===== src/hw/rtl/frl_sqrt_pipe.sv =====
// Pipelined integer square root, one root bit per register stage.
`default_nettype none
module frl_sqrt_pipe #(
  parameter int RootW = 16,
  parameter int XW    = 31,
  parameter int SideW = 1
) (
  input  wire logic             clk,
  input  wire logic             rst,
  input  wire logic             en,
  input  wire logic             in_vld,
  input  wire logic [XW-1:0]    x,
  input  wire logic [SideW-1:0] side,
  output logic                  out_vld,
  output logic [RootW-1:0]      root,
  output logic [SideW-1:0]      out_side
);

  localparam int TW = (XW > 2 * RootW + 2) ? XW : 2 * RootW + 2;

  logic             vld  [RootW+1];
  logic [XW-1:0]    rem  [RootW+1];
  logic [RootW-1:0] racc [RootW+1];
  logic [SideW-1:0] sd   [RootW+1];

  assign vld[0]  = in_vld;
  assign rem[0]  = x;
  assign racc[0] = '0;
  assign sd[0]   = side;

  for (genvar i = 0; i < RootW; i++) begin : g_stage
    localparam int K = RootW - 1 - i;
    logic [TW-1:0]    trial;
    logic [TW-1:0]    rem_ext;
    logic             ge;
    logic [XW-1:0]    rem_next;
    logic [RootW-1:0] root_next;

    // rem holds x - root^2; try setting bit K
    always_comb begin
      trial     = (TW'(racc[i]) << (K + 1)) + (TW'(1) << (2 * K));
      rem_ext   = TW'(rem[i]);
      ge        = rem_ext >= trial;
      rem_next  = ge ? XW'(rem_ext - trial) : rem[i];
      root_next = racc[i] | (RootW'(ge) << K);
    end

    always_ff @(posedge clk) begin
      if (rst) begin
        vld[i+1] <= 1'b0;
      end else if (en) begin
        vld[i+1] <= vld[i];
      end
    end

    always_ff @(posedge clk) begin
      if (en) begin
        rem[i+1]  <= rem_next;
        racc[i+1] <= root_next;
        sd[i+1]   <= sd[i];
      end
    end
  end

  assign out_vld  = vld[RootW];
  assign root     = racc[RootW];
  assign out_side = sd[RootW];

endmodule
`default_nettype wire


===== config.mk =====
export PLATFORM = sky130hd
export DESIGN_NAME = frl_sqrt_pipe
export DESIGN_NICKNAME = d
export VERILOG_FILES = /design/src/hw/rtl/frl_sqrt_pipe.sv
export SDC_FILE = /design/constraint.sdc
export NUM_CORES = 1
export LEC_CHECK = 0
export ABC_AREA = 0
export BUFFER_PORTS_ARGS = -buffer_cell sky130_fd_sc_hd__clkbuf_2
export CAP_MARGIN = 30
export CORE_UTILIZATION = 45
export DETAILED_ROUTE_END_ITERATION = 10
export SLEW_MARGIN = 20
export SYNTH_ARGS = -nofsm -noshare
export SYNTH_HDL_FRONTEND = slang
export SYNTH_SLANG_ARGS = --single-unit

===== constraint.sdc =====
create_clock -name clk -period 3.4 [get_ports clk]
set_input_delay 0.68 -clock clk [delete_from_list [all_inputs] [get_ports clk]]
set_output_delay 0.68 -clock clk [all_outputs]
set_load 0.03 [all_outputs]

==> flow_summary.yaml, run 1 <==
sta:
  fin_crit_ps: 3220
  hold_violations: 0
  drv_slew: 0
  rsz0062_at_grt: "no"
  skew_ps: 37.6
  relSlewSlack_pct: 50.7
  setup_violations: 0
  worst_pin_slew_ps: 739
  setup_tns_ps: 0
  post-route-period-util_pct: 94.7
  fin_ws_ps: 182
  max_freq_mhz: 311
critical_path:
  worst_setup_path_start_kind: "flip-flop"
  cp_max_fo: 27
  crit_type: "flip-flop to flip-flop"
  crit_path_top_delay_cell: "a31oi_4"
  reg2regPathDepth: 9
  crit_arrival_ps: 3570
  required_ps: 3750
  path_cells: "ha_1, a21oi_1, o21ai_1, nor3_1, nand3_1, a31oi_4, inv_2, and4b_1, xor2_1"
  end_kind: "flip-flop"
  reg2reg_from: "g_stage[13].rem_ext[18]$_DFFE_PP_"
  max_stage_delay_ps: 650
  r2r-end: "g_stage[14].rem_ext[24]$_DFFE_PP_"
  rrSetupSlack_ps: 180
floorplan:
  initial_utilization_pct: 45.4
  placementRows: 93
  die_width_um: 257
  die_h_um: 257
  core_area_um2: 64300
  pin_count: 54
  dieArea_um2: 66000
synthesis:
  yosys_register_bits: 633
  ys_seq_area_share_pct: 64.4
  synth_cells: 2223
  ys_warn_count: 0
  synth_edf_count: 617
  syn_area_per_cell_um2: 13.2
  synthesis.area_um2: 29200
  synthArstFlopShare_pct: 0
  synth_fp_nets: 2408
  synth_ff_type: "edfxtp_1"
  synth.distinct_cells: 80
outcome:
  run_status: "completed"
power_and_ir_drop:
  vdd_ir_drop_max_v: 0.000409
  powerDensity_nw_per_um2: 640
  p_leak_nw: 12.5
clock_tree:
  tritoncts: "done"
  clock_path_buffers: 3
  clk_latency_ps: 630
  clockRootBuffer: "clkbuf_16"
  clk_pin_slew_ps: 60
  clock-sinks: 633
  cts_made_buffers: 71
  cts_max_level: 3
routing:
  drc: 0
  num_vias: 17500
  viasPerCell: 5.37
  antenna_left: 0
  wire_per_inst_um: 17.1
  drtIter0Drc: 918
  wirelength_um: 55900
  drt_pass1_iterations: 7
global_route:
  grt_max_degree: 94
  grt_first_pass_wirelength_um: 90100
  grt_pass1_vias: 18200
  gr-total-overflow: 0
  grtUsageTotal_pct: 17.1
  antenna_found_initial: 0
hold_path:
  hold_start: "x[26]"
  hp-class: "primary input to flip-flop"
  holdPathEnd: "g_stage[1].rem_ext[26]$_DFFE_PP_"
  hold_depth: 1
placement:
  dp_hpwl_um: 40800
  gp_congestion: 0.941
  post-place-ws_ps: 62.5
  port_buffers: 53
finish:
  syn_to_final_growth_pct: 13.0
  nets: 2534
  drive_above_1_share_pct: 9.52
  diodes: 0
job:
  drv_cap: 0
==> sequential cells by signal, indices dropped and copies added (netlist names) <==
| register | flops |
|---|---|
| g_stage.rem_ext | 465 |
| racc | 120 |
| root | 16 |
| sd | 15 |
| vld | 15 |
| out_side | 1 |
| out_vld | 1 |
==> cell usage after synthesis, types with 17 or more instances <==
library cell / count / share of area, %
nor4b_1: 19 / 0.57
o21ai_0: 58 / 0.99
o21ai_1: 47 / 0.80
xnor2_1: 88 / 2.6
o21a_1: 35 / 0.90
a211oi_1: 17 / 0.44
xor2_1: 83 / 2.5
a21oi_1: 101 / 1.7
o31ai_1: 20 / 0.51
nor4_1: 65 / 1.4
nand3_1: 32 / 0.55
mux2i_1: 22 / 0.75
nand4_1: 27 / 0.58
nor2_1: 134 / 1.7
nor2b_1: 17 / 0.36
ha_1: 148 / 6.3
a21o_1: 31 / 0.80
nand2b_1: 21 / 0.45
nor3_1: 57 / 0.98
nand2_1: 146 / 1.9
edfxtp_1: 617 / 63
inv_1: 184 / 2.4
or3_1: 22 / 0.47
==> per-layer routing <==
| metal | wire length, um | track usage [%] | vias to the layer above | share of wire [%] |
|---|---|---|---|---|
| met5 | 0 | 0 | - | 0 |
| met4 | 2730 | 9.66 | 0 | 4.9 |
| met3 | 1840 | 2.79 | 146 | 3.3 |
| met2 | 31100 | 34.1 | 368 | 56 |
| met1 | 20200 | 16.3 | 8418 | 36 |
| li1 | - | - | 8567 | - |
==> worst max-delay path: cells and delay by family, from the launching register on <==
family | cells | cell delay [ps]
XOR/XNOR | 1 | 130
buffers and inverters | 1 | 290
AND/OR/NAND/NOR | 3 | 650
flip-flops | 1 | 390
adder cells (fa/ha/maj) | 1 | 380
AO/OA/AOI/OAI | 3 | 1110
==> layout make-up <==
| type | count | area (um2) |
|---|---|---|
| clock buffer | 90 | 1870 |
| fill | 5434 | 31300 |
| tap | 855 | 1070 |
| clock inverter | 40 | 395 |
| inverter | 188 | 706 |
| timing repair buffer | 89 | 621 |
| multi-input combinational | 1366 | 9530 |
| sequential | 633 | 18800 |
==> cells in the final DEF, fill, tap and decap left out, types with 57 or more instances in the layout <==
cell type  count
a21oi_1      101
clkbuf_16     72
edfxtp_1     617
ha_1         148
inv_1        184
nand2_1      146
nor2_1       133
nor3_1        57
nor4_1        65
o21ai_0       58
xnor2_1       88
xor2_1        83
==> through the flow <==
stage / hold slack (ps) / cells / cell area, um2 / util [%] / power [mW]
finish: 224 / 3261 / 33000 / 51.3 / 21.1
global route: 198 / 3261 / 33000 / 51.3 / 22.2
CTS: 181 / 3261 / 33000 / 51.3 / 21.4
detailed placement: 405 / 3131 / 30800 / 47.8 / 14.0
global placement: 403 / 3131 / 30800 / 47.8 / 13.9
floorplan: 400 / 2223 / 29200 / - / 12.9
==> worst max-delay path by stage <==
stage	start	endpoint	slack, ps	depth (start not counted)
6_report	g_stage[13].rem_ext[18]$_DFFE_PP_	g_stage[14].rem_ext[24]$_DFFE_PP_	180	9
5_1_grt	g_stage[13].rem_ext[18]$_DFFE_PP_	g_stage[14].rem_ext[24]$_DFFE_PP_	1	9
4_1_cts	g_stage[10].rem_ext[16]$_DFFE_PP_	g_stage[11].rem_ext[30]$_DFFE_PP_	20	8
3_5_place_dp	g_stage[10].rem_ext[16]$_DFFE_PP_	g_stage[11].rem_ext[30]$_DFFE_PP_	60	8
3_3_place_gp	g_stage[10].rem_ext[16]$_DFFE_PP_	g_stage[11].rem_ext[28]$_DFFE_PP_	70	8
2_1_floorplan	g_stage[14].rem_ext[10]$_DFFE_PP_	g_stage[15].rem_ext[3]$_DFFE_PP_	830	9
==> logic make-up (layout without fill, tap and decap cells) <==
logic type	Yosys count	in the layout	synth area share [%]
buffers and inverters	224	407	3.06
adder cells (fa/ha/maj)	149	149	6.40
XOR/XNOR	171	171	5.12
multiplexers	36	36	1.29
flip-flops	633	633	64.4
AND/OR/NAND/NOR	615	615	11.0
AO/OA/AOI/OAI	394	394	8.66
other	1	1	0.0128
==> repair_timing <==
action,4_1_cts,5_1_grt
hold buffers,0,0
resized for setup,0,2
buffers inserted,0,0
endpoints found under the setup margin,0,5
==> where the power goes <==
part,total [mW],switching [mW],internal (mW)
logic,3.41,1.93,1.48
clock network,7.30,3.06,4.25
registers,10.4,0.647,9.79
(Power assumes the default switching activity.)
==> inputs of run 2 (changes only) <==
- CORE_ASPECT_RATIO: default -> 2
- GPL_TIMING_DRIVEN: default -> 1
- RECOVER_POWER: default -> 50
==> run 2 against run 1 <==
Against the previous run: fmax decreased by 0.61%; first-iteration DRC count up 8.3%; worst hold slack gained 3.6 ps; routed wire length rose by 16%; clock skew is 4.3 ps lower; sequential share of layout area increased by 0.27 points; critical endpoint is now g_stage[13].rem_ext[30]$_DFFE_PP_; the run now ends with max-capacitance violations, max-slew violations left; highest routed layer unchanged; combinational power is 6.2% higher; count of clock-buffer cells in the layout shrank 29; register-to-register slack lost 20 ps; total power is 1.8% lower.
==> flow_summary.yaml, run 2 (synthesized netlist as in run 1, its figures left out) <==
global_route:
  gr-total-overflow: 0
  grtUsageTotal_pct: 20.0
  antenna_found_initial: 0
  grt_pass1_vias: 19400
  grt_max_degree: 96
  grt_first_pass_wirelength_um: 99200
critical_path:
  path_cells: "ha_1, nor2b_1, o31a_1, o311ai_1, a21boi_0, o21bai_1, nand4b_1, xnor2_1"
  r2r-end: "g_stage[13].rem_ext[30]$_DFFE_PP_"
  crit_type: "flip-flop to flip-flop"
  crit_path_top_delay_cell: "o21bai_1"
  worst_setup_path_start_kind: "flip-flop"
  crit_arrival_ps: 3580
  max_stage_delay_ps: 550
  required_ps: 3740
  reg2regPathDepth: 8
  reg2reg_from: "g_stage[12].rem_ext[8]$_DFFE_PP_"
  end_kind: "flip-flop"
  cp_max_fo: 6
  rrSetupSlack_ps: 160
floorplan:
  core_area_um2: 64100
  initial_utilization_pct: 45.6
  dieArea_um2: 66100
  pin_count: 54
  die_width_um: 182
  placementRows: 131
  die_h_um: 363
hold_path:
  hp-class: "primary input to flip-flop"
  holdPathEnd: "sd[15]$_DFFE_PP_"
  hold_start: "side"
  hold_depth: 1
placement:
  gp_congestion: 1.02
  port_buffers: 53
  dp_hpwl_um: 49200
  placed_cell_area_um2: 31000
  dp_cells: 3165
sta:
  drv_slew: 59
  worst_pin_slew_ps: 1830
  post-route-period-util_pct: 95.2
  fin_crit_ps: 3240
  setup_tns_ps: 0
  rsz0062_at_grt: "no"
  max_freq_mhz: 309
  hold_violations: 0
  relSlewSlack_pct: -22.3
  skew_ps: 33.3
  setup_violations: 0
routing:
  drt_pass1_iterations: 5
  antenna_left: 0
  drtIter0Drc: 994
  viasPerCell: 5.47
  drc: 0
  num_vias: 17900
  wire_per_inst_um: 19.8
  wirelength_um: 64900
outcome:
  run_status: "finished with violations"
  violations: "max-capacitance violations, max-slew violations"
clock_tree:
  hold_buffers: 0
  clockRootBuffer: "clkbuf_16"
  cts_made_buffers: 57
  clk_pin_slew_ps: 70
  clk_latency_ps: 630
  cts-resized-gates: 1
  post_cts_buffers: 0
  clock_path_buffers: 3
  tritoncts: "done"
  cts_max_level: 2
  clock-sinks: 633
finish:
  syn_to_final_growth_pct: 12.4
  diodes: 0
  largest_register_ffs: 465
  final_common_cell: "edfxtp_1"
  drive_above_1_share_pct: 9.85
  nets: 2545
  fin_cells: 3271
  mostFrequentLayoutCells: "edfxtp_1 (617), inv_1 (184), ha_1 (148)"
  design_area_um2: 32900
power_and_ir_drop:
  p_total_mw: 20.8
  vdd_ir_drop_max_v: 0.000478
  powerDensity_nw_per_um2: 632
  p_leak_nw: 12.4
job:
  drv_cap: 1
-- run 2: cell count changes in the layout (fill, tap and decap cells not counted), sizes merged --
cell | before | now
buf | 37 | 51
inv | 188 | 190
clkbuf | 142 | 124
clkinv | 36 | 30
bufinv | 4 | 9
clkinvlp | 0 | 4
-- run 2: power by group --
group | switching, mW | internal, mW
registers | 0.685 | 9.78
clock network | 2.91 | 3.77
logic | 2.10 | 1.52
total | 5.70 | 15.1
-- run 2: layout make-up --
cell class,count,area [um2]
Multi-Input combinational cell,1366,9530
Timing Repair Buffer,114,779
Inverter,188,706
Fill cell,5452,31200
Clock inverter,45,494
Tap cell,864,1080
Clock buffer,61,1440
Sequential cell,633,18800
-- run 2: worst max-delay path by stage --
stage | from | end | slack [ps] | cells past startpoint
after floorplan | g_stage[14].rem_ext[10]$_DFFE_PP_ | g_stage[15].rem_ext[3]$_DFFE_PP_ | 830 | 9
after global placement | g_stage[10].rem_ext[16]$_DFFE_PP_ | g_stage[11].rem_ext[28]$_DFFE_PP_ | 6 | 9
after detailed placement | g_stage[10].rem_ext[16]$_DFFE_PP_ | g_stage[11].rem_ext[28]$_DFFE_PP_ | 10 | 9
after CTS | g_stage[10].rem_ext[16]$_DFFE_PP_ | g_stage[11].rem_ext[28]$_DFFE_PP_ | 170 | 9
after global routing | g_stage[10].rem_ext[16]$_DFFE_PP_ | g_stage[11].rem_ext[30]$_DFFE_PP_ | 30 | 9
final | g_stage[12].rem_ext[8]$_DFFE_PP_ | g_stage[13].rem_ext[30]$_DFFE_PP_ | 160 | 8
-- run 2: per-layer routing --
metal / track usage [%] / share of wire (%)
met5: 0 / 0
met4: 15.3 / 8.0
met3: 2.06 / 2.3
met2: 45.6 / 65
met1: 12.8 / 25
-- run 2: critical path, delay by kind of cell (launching register included) --
kind	cells	cell delay, ps
xor gates and xnor gates	1	180
adders and majority gates	1	370
AOI/OAI and AO/OA	4	1610
DFF	1	400
and+or+nand+nor	2	400
-- run 2: stage by stage --
step / utilization (%) / worst slack, ps / hold WS (ps)
floorplan: - / 831 / 400
global placement: 48.4 / 6.25 / 401
detailed placement: 48.4 / 12.6 / 405
CTS: 51.4 / 174 / 179
global route: 51.3 / 29.6 / 191
finish: 51.3 / 162 / 228
